<file path="config.mk">
export PLATFORM = sky130hd
export DESIGN_NAME = sra_ctrl
export DESIGN_NICKNAME = d
export VERILOG_FILES = /design/src/design/sra_pkg.sv /design/src/design/sra_ctrl.sv
export SDC_FILE = /design/constraint.sdc
export NUM_CORES = 1
export LEC_CHECK = 0
export CORE_MARGIN = 2
export CORE_UTILIZATION = 58
export CTS_BUF_LIST = sky130_fd_sc_hd__clkbuf_4
export DETAILED_ROUTE_END_ITERATION = 12
export DONT_BUFFER_PORTS = 1
export GPL_TIMING_DRIVEN = 0
export PLACE_DENSITY = 0.84
export SLEW_MARGIN = 15
export SYNTH_ARGS = -nofsm -noshare
export SYNTH_HDL_FRONTEND = slang
export SYNTH_SLANG_ARGS = --single-unit
</file>
<file path="constraint.sdc">
create_clock -name aclk -period 1.45 [get_ports aclk]
set_input_delay 0.145 -clock aclk [delete_from_list [all_inputs] [get_ports aclk]]
set_output_delay 0.145 -clock aclk [all_outputs]
set_load 0.02 [all_outputs]
</file>
<file path="src/design/sra_pkg.sv">
// ----------------------------------------------------------------------------
// sra_pkg
// Types and constants shared by the sample ring report aggregator modules.
// ----------------------------------------------------------------------------
package sra_pkg;

    localparam int unsigned SAMPLE_W = 16;
    localparam int unsigned PCT_W    = 7;
    localparam int unsigned DELAY_W  = 16;
    localparam int unsigned REP_S_W  = 16;
    localparam int unsigned OBS_S_W  = 8;
    localparam int unsigned COUNT_W  = 16;
    localparam int unsigned CFG_IDX_W = 2;

    localparam logic [SAMPLE_W-1:0] INVALID_MARK  = 16'hFFFF;
    localparam logic [15:0]         GOOD_QUALITY  = 16'd100;
    localparam logic [PCT_W-1:0]    PCT_SCALE     = 7'd100;
    localparam logic [10:0]         TWICE_MS_PER_S = 11'd2000;
    localparam logic [DELAY_W-1:0]  DELAY_RESET   = 16'd1000;
    localparam logic [PCT_W-1:0]    PCT_RESET     = 7'd90;

    typedef enum logic [CFG_IDX_W-1:0] {
        CFG_ACQ_DELAY  = 2'd0,
        CFG_SAMPLE_PCT = 2'd1,
        CFG_OBS_PCT    = 2'd2
    } cfg_index_t;

    typedef enum logic [4:0] {
        ST_IDLE, ST_INST_RD, ST_INST_SET,
        ST_REP_GO, ST_REP_WAIT, ST_OBS_GO, ST_OBS_WAIT, ST_EXP_GO, ST_EXP_WAIT,
        ST_WALK_RD, ST_WALK_ACC, ST_WIN_CHK, ST_WIN_GO, ST_WIN_WAIT,
        ST_FIN_CHK, ST_FIN_GO, ST_FIN_WAIT, ST_DONE
    } state_t;

    typedef enum logic [2:0] {
        DSEL_REP, DSEL_OBS, DSEL_EXP, DSEL_WIN, DSEL_FIN
    } div_sel_t;

    typedef struct packed {
        logic     in_ready;
        logic     rd_en;
        logic     acc;
        logic     win_accept_zero;
        logic     win_accept_quot;
        logic     win_reject;
        logic     div_start;
        logic     div_store;
        div_sel_t div_sel;
        logic     set_inst;
        logic     set_invalid;
        logic     set_valid_zero;
        logic     set_valid_quot;
        logic     out_load;
    } ctrl_cmd_t;

    typedef struct packed {
        logic in_report;
        logic rep_zero_in;
        logic div_done;
        logic obs_zero;
        logic walk_more;
        logic win_close;
        logic win_ok;
        logic win_any;
        logic fin_ok;
        logic acc_any;
        logic out_free;
    } dp_status_t;

endpackage

</file>
<file path="src/design/sra_ctrl.sv">
// ----------------------------------------------------------------------------
// sra_ctrl
// Sequencer that steps the datapath through one report.
// ----------------------------------------------------------------------------
module sra_ctrl (
    input  logic                aclk,
    input  logic                aresetn,
    input  sra_pkg::dp_status_t sts,
    output sra_pkg::ctrl_cmd_t  ctl
);

    sra_pkg::state_t state_reg;
    sra_pkg::state_t state_next;

    always_ff @(posedge aclk) begin
        if (!aresetn) begin
            state_reg <= sra_pkg::ST_IDLE;
        end else begin
            state_reg <= state_next;
        end
    end

    always_comb begin
        state_next = state_reg;
        case (state_reg)
            sra_pkg::ST_IDLE: begin
                if (sts.in_report) begin
                    state_next = sts.rep_zero_in ? sra_pkg::ST_INST_RD : sra_pkg::ST_REP_GO;
                end
            end
            sra_pkg::ST_INST_RD:  state_next = sra_pkg::ST_INST_SET;
            sra_pkg::ST_INST_SET: state_next = sra_pkg::ST_DONE;
            sra_pkg::ST_REP_GO:   state_next = sra_pkg::ST_REP_WAIT;
            sra_pkg::ST_REP_WAIT: begin
                if (sts.div_done) begin
                    state_next = sra_pkg::ST_OBS_GO;
                end
            end
            sra_pkg::ST_OBS_GO:   state_next = sra_pkg::ST_OBS_WAIT;
            sra_pkg::ST_OBS_WAIT: begin
                if (sts.div_done) begin
                    state_next = sra_pkg::ST_EXP_GO;
                end
            end
            sra_pkg::ST_EXP_GO: begin
                state_next = sts.obs_zero ? sra_pkg::ST_FIN_CHK : sra_pkg::ST_EXP_WAIT;
            end
            sra_pkg::ST_EXP_WAIT: begin
                if (sts.div_done) begin
                    state_next = sra_pkg::ST_WALK_RD;
                end
            end
            sra_pkg::ST_WALK_RD: begin
                state_next = sts.walk_more ? sra_pkg::ST_WALK_ACC : sra_pkg::ST_FIN_CHK;
            end
            sra_pkg::ST_WALK_ACC: state_next = sra_pkg::ST_WIN_CHK;
            sra_pkg::ST_WIN_CHK: begin
                if (sts.win_close && sts.win_ok && sts.win_any) begin
                    state_next = sra_pkg::ST_WIN_GO;
                end else begin
                    state_next = sra_pkg::ST_WALK_RD;
                end
            end
            sra_pkg::ST_WIN_GO:   state_next = sra_pkg::ST_WIN_WAIT;
            sra_pkg::ST_WIN_WAIT: begin
                if (sts.div_done) begin
                    state_next = sra_pkg::ST_WALK_RD;
                end
            end
            sra_pkg::ST_FIN_CHK: begin
                if (sts.fin_ok && sts.acc_any) begin
                    state_next = sra_pkg::ST_FIN_GO;
                end else begin
                    state_next = sra_pkg::ST_DONE;
                end
            end
            sra_pkg::ST_FIN_GO:   state_next = sra_pkg::ST_FIN_WAIT;
            sra_pkg::ST_FIN_WAIT: begin
                if (sts.div_done) begin
                    state_next = sra_pkg::ST_DONE;
                end
            end
            sra_pkg::ST_DONE: begin
                if (sts.out_free) begin
                    state_next = sra_pkg::ST_IDLE;
                end
            end
            default: state_next = sra_pkg::ST_IDLE;
        endcase
    end

    always_comb begin
        ctl = '0;
        ctl.div_sel = sra_pkg::DSEL_REP;
        case (state_reg)
            sra_pkg::ST_IDLE:     ctl.in_ready = 1'b1;
            sra_pkg::ST_INST_RD:  ctl.rd_en = 1'b1;
            sra_pkg::ST_INST_SET: ctl.set_inst = 1'b1;
            sra_pkg::ST_REP_GO: begin
                ctl.div_sel   = sra_pkg::DSEL_REP;
                ctl.div_start = 1'b1;
            end
            sra_pkg::ST_REP_WAIT: begin
                ctl.div_sel   = sra_pkg::DSEL_REP;
                ctl.div_store = sts.div_done;
            end
            sra_pkg::ST_OBS_GO: begin
                ctl.div_sel   = sra_pkg::DSEL_OBS;
                ctl.div_start = 1'b1;
            end
            sra_pkg::ST_OBS_WAIT: begin
                ctl.div_sel   = sra_pkg::DSEL_OBS;
                ctl.div_store = sts.div_done;
            end
            sra_pkg::ST_EXP_GO: begin
                ctl.div_sel   = sra_pkg::DSEL_EXP;
                ctl.div_start = !sts.obs_zero;
            end
            sra_pkg::ST_EXP_WAIT: begin
                ctl.div_sel   = sra_pkg::DSEL_EXP;
                ctl.div_store = sts.div_done;
            end
            sra_pkg::ST_WALK_RD:  ctl.rd_en = sts.walk_more;
            sra_pkg::ST_WALK_ACC: ctl.acc = 1'b1;
            sra_pkg::ST_WIN_CHK: begin
                ctl.win_accept_zero = sts.win_close && sts.win_ok && !sts.win_any;
                ctl.win_reject      = sts.win_close && !sts.win_ok;
            end
            sra_pkg::ST_WIN_GO: begin
                ctl.div_sel   = sra_pkg::DSEL_WIN;
                ctl.div_start = 1'b1;
            end
            sra_pkg::ST_WIN_WAIT: begin
                ctl.div_sel         = sra_pkg::DSEL_WIN;
                ctl.win_accept_quot = sts.div_done;
            end
            sra_pkg::ST_FIN_CHK: begin
                ctl.set_valid_zero = sts.fin_ok && !sts.acc_any;
                ctl.set_invalid    = !sts.fin_ok;
            end
            sra_pkg::ST_FIN_GO: begin
                ctl.div_sel   = sra_pkg::DSEL_FIN;
                ctl.div_start = 1'b1;
            end
            sra_pkg::ST_FIN_WAIT: begin
                ctl.div_sel        = sra_pkg::DSEL_FIN;
                ctl.set_valid_quot = sts.div_done;
            end
            sra_pkg::ST_DONE:     ctl.out_load = sts.out_free;
            default: ;
        endcase
    end

endmodule

</file>
==> results of run 1 <==
-- through the flow --
step	std cells	area (sq um)	setup WS [ns]	TNS (ns)
after global placement	122	806	-0.147	-0.664
after floorplan	107	787	-0.0329	-0.0329
after detailed placement	122	806	-0.176	-0.993
-- Yosys cell counts (all sizes together) (2+ instances only) --
library cell / instances
nand2: 6
a31oi: 3
nor2b: 2
o21ai: 11
nor2: 10
xnor2: 2
a211oi: 2
dfxtp: 5
nand3: 6
mux2i: 2
and3: 4
xor2: 2
nor3: 5
o31ai: 2
nor4: 3
nor4b: 3
inv: 6
buf: 9
a32oi: 3
a21oi: 2
nand2b: 6
-- cell families after synthesis --
kind of cell / after synthesis / synth area share [%]
DFF: 5 / 13.0
buffers and inverters: 15 / 12.0
muxes: 2 / 2.60
and+or+nand+nor: 52 / 41.3
xor gates and xnor gates: 4 / 4.55
AOI/OAI and AO/OA: 29 / 26.5
==> impl_metrics.env, run 1 <==
export IMPL_synth_distinct_cells=39
export IMPL_synth_area_leader_cell="dfxtp_1"
export IMPL_synth_top_cell_area_share_pct=13.0
export IMPL_status="did not finish"
export IMPL_synthCells=107
export IMPL_synthTopCellsByArea="dfxtp_1 (13%), o21ai_0 (5.9%), buf_6 (5.9%)"
export IMPL_synthArstFlopShare_pct=0
export IMPL_syn_cell_area_sq_um=769
export IMPL_tool_error="[ERROR DPL-0033] detailed placement checks failed during check placement."
export IMPL_cts_resized=68
export IMPL_die_w_microns=40.4
export IMPL_port_buffers=0
export IMPL_ys_flop_type="dfxtp_1"
export IMPL_ys_seq_elements=5
export IMPL_htree_levels=1
export IMPL_gp_congestion=0.921
export IMPL_stop_stage="clock tree synthesis (4_1_cts)"
export IMPL_start_util_pct=60.7
export IMPL_cts_sinks=5
export IMPL_post_cts_buffers=20
export IMPL_syn_area_per_cell_sq_um=7.19
export IMPL_yosysWarningCount=0
export IMPL_die_y_microns=40.4
export IMPL_rows=13
export IMPL_io_pins=29
export IMPL_yosysSeqAreaShare_pct=13.0
export IMPL_root_buffer="clkbuf_4"
export IMPL_synth_edf_count=0
export IMPL_cts_hold_fix_buffers=0
export IMPL_numCtsBuffers=3
export IMPL_syn_nets=120
export IMPL_clockBufferDepth=2
export IMPL_dp_hpwl_mm=1.63
==> run 2: changes to the inputs <==
--- a/config.mk
+++ b/config.mk
@@ -5,13 +5,12 @@
 export SDC_FILE = /design/constraint.sdc
 export NUM_CORES = 1
 export LEC_CHECK = 0
-export CORE_MARGIN = 2
-export CORE_UTILIZATION = 58
-export CTS_BUF_LIST = sky130_fd_sc_hd__clkbuf_4
+export CORE_AREA = 2 2 63 65
 export DETAILED_ROUTE_END_ITERATION = 12
+export DIE_AREA = 0 0 65 67
 export DONT_BUFFER_PORTS = 1
 export GPL_TIMING_DRIVEN = 0
-export PLACE_DENSITY = 0.84
+export PLACE_DENSITY_LB_ADDON = 0.15
 export SLEW_MARGIN = 15
 export SYNTH_ARGS = -nofsm -noshare
 export SYNTH_HDL_FRONTEND = slang
==> impl_metrics.env, run 2 <==
export IMPL_synth_distinct_cells=39
export IMPL_r2r_start="state_reg[3]$_SDFFE_PN0P_"
export IMPL_fin_area_sq_um=1430
export IMPL_yosysSeqAreaShare_pct=13.0
export IMPL_syn_cell_area_sq_um=769
export IMPL_yosysWarningCount=0
export IMPL_ys_seq_elements=5
export IMPL_yosys_area_share_simple_pct=41.3
export IMPL_gp_congestion=0.784
export IMPL_cap_violations=0
export IMPL_setup_slack_ns=-0.121
export IMPL_drive_gt1_share_pct=60.8
export IMPL_status="finished with violations"
export IMPL_finalSetupTns_ns=-0.600
export IMPL_synth_commonest_cells="nor2_1 (10), o21ai_0 (9)"
export IMPL_synth_edf_count=0
export IMPL_startpoint="state_reg[1]$_SDFFE_PN0P_"
export IMPL_start_util_pct=21.3
export IMPL_grt_usage_pct=14.7
export IMPL_largest_register_ffs=5
export IMPL_cts_tree="built"
export IMPL_synth_top_cell_area_share_pct=13.0
export IMPL_end_kind="output port"
export IMPL_antennaDiodeCount=0
export IMPL_setup_viol=11
export IMPL_cellLeakagePower_nw=0.537
export IMPL_total_power_mw=2.64
export IMPL_period_share_pct=108
export IMPL_synth_area_leader_cell="dfxtp_1"
export IMPL_synth_most_common_cell="nor2_1"
export IMPL_wirelength_mm=3.23
export IMPL_dieArea_sq_um=4360
export IMPL_start_kind="register"
export IMPL_crit_fanout=5
export IMPL_synthArstFlopShare_pct=0
export IMPL_drc_errors=0
export IMPL_ys_flop_type="dfxtp_1"
export IMPL_antenna_found_initial=0
export IMPL_die_w_microns=65
export IMPL_cts_sinks=5
export IMPL_synth_top_family_by_area="simple AND/OR/NAND/NOR gates"
export IMPL_port_buffers=0
export IMPL_rows=22
export IMPL_tightest_slew_ns=0.449
export IMPL_drt_first_iter_violations=16
export IMPL_final_max_slew_viol_count=0
export IMPL_root_buffer="clkbuf_8"
export IMPL_io_pins=29
export IMPL_r2r_cells=6
export IMPL_hold_depth=2
export IMPL_critPathKind="reg -> out"
export IMPL_synthCells=107
export IMPL_synthTopCellsByArea="dfxtp_1 (13%), o21ai_0 (5.9%), buf_6 (5.9%)"
export IMPL_p_per_area_nw_per_um2=1850
export IMPL_worst_r2r_endpoint="state_reg[4]$_SDFFE_PN0P_"
export IMPL_min_from="aresetn"
export IMPL_regToRegSetupSlack_ns=-0.07
export IMPL_crit_arrival_ns=1.43
export IMPL_grt_overflow_total=0
export IMPL_violations="negative setup slack"
export IMPL_slew_headroom_pct=69.8
export IMPL_clockBufferDepth=2
export IMPL_layout_commonest_cell="buf_4"
export IMPL_layout_common_cells="buf_4 (27), buf_6 (11), nor2_4 (6)"
export IMPL_numCtsBuffers=3
export IMPL_synth_compound_area_share_pct=26.5
export IMPL_syn_nets=120
export IMPL_synth_adder_area_share_pct=0
export IMPL_grt_pass1_wl_mm=4.81
export IMPL_clkLatencyLatePin_ns=0.22
export IMPL_holdPathEnd="state_reg[2]$_SDFFE_PN0P_"
export IMPL_dr_pass1_iters=4
export IMPL_hold_viol_final=0
export IMPL_vias=993
export IMPL_hp_class="in -> reg"
export IMPL_synthMuxAreaShare_pct=2.60
export IMPL_min_period_ns=1.57
export IMPL_yosys_area_share_xor_xnor_pct=4.55
export IMPL_cp_required_ns=1.31
export IMPL_clk_pin_slew_ns=0.03
export IMPL_dp_hpwl_mm=1.94
export IMPL_place_area_sq_um=847
export IMPL_grt_max_degree=11
export IMPL_wl_per_cell_microns=16.9
export IMPL_die_y_microns=67
export IMPL_rsz0062_at_grt="yes"
export IMPL_htree_levels=1
export IMPL_num_nets_final=157
export IMPL_vias_per_cell=5.20
export IMPL_area_growth_pct=86.0
export IMPL_grt_pass1_vias=1018
export IMPL_coreArea_sq_um=3610
export IMPL_worst_clock_skew_ns=0.000861
export IMPL_fmax_mhz=636
export IMPL_ant_nets=0
export IMPL_vdd_drop_max_v=0.000614
export IMPL_syn_area_per_cell_sq_um=7.19
## run 2: cell counts after synthesis
No cell type changed its count.
## run 2: layout make-up
type                            instances  area, sq um
Inverter                                6         30.0
Multi-Input combinational cell         87          810
Sequential cell                         5          110
Buffer                                  8         93.8
Tap cell                               48         60.1
Timing Repair Buffer                   33          283
Clock buffer                            4         45.0
Fill cell                             369         2170
## run 2: worst max path at each step
| stage | to | slack, ns | depth (start not counted) |
|---|---|---|---|
| final | ctl[9] | -0.12 | 5 |
| after detailed placement | state_reg[4]$_SDFFE_PN0P_ | -0.23 | 5 |
| after floorplan | state_reg[4]$_SDFFE_PN0P_ | -0.03 | 5 |
| after CTS | ctl[9] | -0.12 | 5 |
| after global routing | ctl[9] | -0.17 | 5 |
| after global placement | state_reg[4]$_SDFFE_PN0P_ | -0.24 | 5 |
## run 2: worst max-delay path, stage by stage, from the launching register on
cell and delay [ns]:
dfxtp_4 0.34, buf_6 0.13, or3b_4 0.36, o21ai_1 0.08
a32oi_1 0.08, nor2_2 0.22
## run 2: power breakdown
part | leakage [nW] | switching [mW] | internal, mW | total [mW]
clock | 0.0228 | 0.0644 | 0.188 | 0.253
sequential | 0.0431 | 0.0475 | 0.204 | 0.252
combinational | 0.471 | 1.12 | 1.02 | 2.14
## run 2: metal layers
metal  global-route usage (%)  wire [microns]
met1                     16.9            1270
met2                     26.3            1680
met3                     5.74             250
met4                     2.13              32
met5                        0               0
## run 2: logic make-up (layout without fill, tap and decap cells)
| group | Yosys count | in the layout |
|---|---|---|
| flip-flops | 5 | 5 |
| buffers and inverters | 15 | 51 |
| AO/OA/AOI/OAI | 29 | 29 |
| XOR/XNOR | 4 | 4 |
| AND/OR/NAND/NOR | 52 | 52 |
| multiplexers | 2 | 2 |
## run 2: what timing repair did
| item | in CTS | in global routing |
|---|---|---|
| buffers inserted | 31 | 2 |
| pin swaps | 18 | 11 |
| endpoints found under the setup margin | 18 | 20 |
| gates resized for setup | 61 | 18 |
| hold buffers | 0 | 0 |
| cloned | 0 | 0 |
## run 2: metrics by stage
step / hold slack [ns] / setup slack (ns) / util [%] / std cells
after floorplan: 0.273 / -0.0329 / - / 107
after global placement: 0.293 / -0.243 / 23.5 / 155
after detailed placement: 0.295 / -0.232 / 23.5 / 155
after CTS: 0.0652 / -0.124 / 37.8 / 190
after global routing: 0.0805 / -0.171 / 39.7 / 191
final: 0.0615 / -0.121 / 39.7 / 191
(Power assumes the default switching activity.)
==> run 3: changes to the inputs <==
--- a/config.mk
+++ b/config.mk
@@ -10,6 +10,7 @@
 export DIE_AREA = 0 0 65 67
 export DONT_BUFFER_PORTS = 1
 export GPL_TIMING_DRIVEN = 0
+export MAX_ROUTING_LAYER = met4
 export PLACE_DENSITY_LB_ADDON = 0.15
 export SLEW_MARGIN = 15
 export SYNTH_ARGS = -nofsm -noshare
==> impl_metrics.env, run 3 (synthesis gave the netlist of run 2 again) <==
export IMPL_fin_area_sq_um=1430
export IMPL_grt_overflow_total=0
export IMPL_start_kind="register"
export IMPL_setup_viol=11
export IMPL_slew_headroom_pct=70.2
export IMPL_die_y_microns=67
export IMPL_violations="negative setup slack"
export IMPL_vias=999
export IMPL_grt_usage_pct=15.1
export IMPL_crit_path_cell_trace="buf_6, or3b_4, o21ai_1, a32oi_1, nor2_2"
export IMPL_place_area_sq_um=847
export IMPL_grt_max_degree=11
export IMPL_dr_pass1_iters=4
export IMPL_max_stage_delay_ns=0.36
export IMPL_cts_hold_fix_buffers=0
export IMPL_cellLeakagePower_nw=0.537
export IMPL_tightest_slew_ns=0.444
export IMPL_cpMaxStageDelayCell="or3b_4"
export IMPL_htree_levels=1
export IMPL_wl_per_cell_microns=17.0
export IMPL_hp_class="in -> reg"
export IMPL_min_period_ns=1.57
export IMPL_cp_required_ns=1.31
export IMPL_period_share_pct=108
export IMPL_drt_first_iter_violations=10
export IMPL_drc_errors=0
export IMPL_grt_pass1_wl_mm=4.80
export IMPL_rows=22
export IMPL_fmax_mhz=636
export IMPL_final_max_slew_viol_count=0
export IMPL_clk_pin_slew_ns=0.04
export IMPL_fin_cells=191
export IMPL_end_kind="output port"
export IMPL_io_pins=29
export IMPL_clkLatencyLatePin_ns=0.22
export IMPL_drive_gt1_share_pct=60.8
export IMPL_start_util_pct=21.3
export IMPL_largest_register_ffs=5
export IMPL_crit_arrival_ns=1.43
export IMPL_rsz0062_at_grt="yes"
export IMPL_root_buffer="clkbuf_8"
export IMPL_antennaDiodeCount=0
export IMPL_cts_tree="built"
export IMPL_antenna_found_initial=0
export IMPL_status="finished with violations"
export IMPL_crit_fanout=5
export IMPL_hold_viol_final=0
export IMPL_post_place_ws_ns=-0.232
export IMPL_cap_violations=0
export IMPL_grt_pass1_vias=1017
export IMPL_clockBufferDepth=2
export IMPL_gp_congestion=0.795
export IMPL_finalSetupTns_ns=-0.602
export IMPL_dieArea_sq_um=4360
export IMPL_setup_slack_ns=-0.122
export IMPL_numCtsBuffers=3
export IMPL_total_power_mw=2.64
export IMPL_die_w_microns=65
export IMPL_holdWs_ns=0.0612
export IMPL_ant_nets=0
export IMPL_vdd_drop_max_v=0.000613
export IMPL_placed_cells=155
export IMPL_critPathKind="reg -> out"
export IMPL_area_growth_pct=86.0
export IMPL_port_buffers=0
export IMPL_worst_clock_skew_ns=0.00207
export IMPL_layout_commonest_cell="buf_4"
export IMPL_vias_per_cell=5.23
export IMPL_coreArea_sq_um=3610
export IMPL_dp_hpwl_mm=1.94
export IMPL_p_per_area_nw_per_um2=1850
export IMPL_num_nets_final=157
export IMPL_wirelength_mm=3.24
export IMPL_cts_sinks=5
export IMPL_final_util_pct=39.7
export IMPL_layout_common_cells="buf_4 (27), buf_6 (11), nor2_4 (6)"
run 3: metal layers:
metal  track usage [%]  share of wire (%)
met4              2.13                2.4
met1              16.9                 38
met3              5.57                8.3
met5                 -                  0
met2              26.3                 51
run 3: area by class of cell:
| type | instances | area [sq um] |
|---|---|---|
| timing repair buffer | 33 | 283 |
| multi-input combinational | 87 | 810 |
| sequential | 5 | 110 |
| buffer | 8 | 93.8 |
| inverter | 6 | 30.0 |
| clock buffer | 4 | 45.0 |
| fill | 369 | 2170 |
| tap | 48 | 60.1 |
run 3: report_power, final:
part	leakage, nW	total (mW)	switching [mW]	internal [mW]
clock network	0.0228	0.255	0.0662	0.189
registers	0.0431	0.251	0.0470	0.204
logic	0.471	2.14	1.12	1.02
run 3: final timing paths:
check                                          startpoint                   endpoint  slack (ns)  cells past startpoint
worst max-delay path            state_reg[1]$_SDFFE_PN0P_                     ctl[9]       -0.12                      5
worst min-delay path                              aresetn  state_reg[2]$_SDFFE_PN0P_        0.06                      2
worst max register to register  state_reg[3]$_SDFFE_PN0P_  state_reg[4]$_SDFFE_PN0P_       -0.08                      6
worst min register to register  state_reg[4]$_SDFFE_PN0P_  state_reg[0]$_SDFFE_PN0P_        0.65                      3
run 3: what timing repair did:
action | 4_1_cts | 5_1_grt
pin swaps | 18 | 11
buffers inserted | 31 | 2
endpoints found under the hold margin | 0 | 0
resized for setup | 61 | 18
endpoints found under the setup margin | 18 | 20
run 3: critical path, delay by kind of cell, from the launching register on:
kind / cells / cell delay (ns)
buf+inv: 1 / 0.13
compound gates: 2 / 0.16
simple gates: 2 / 0.58
flops: 1 / 0.34
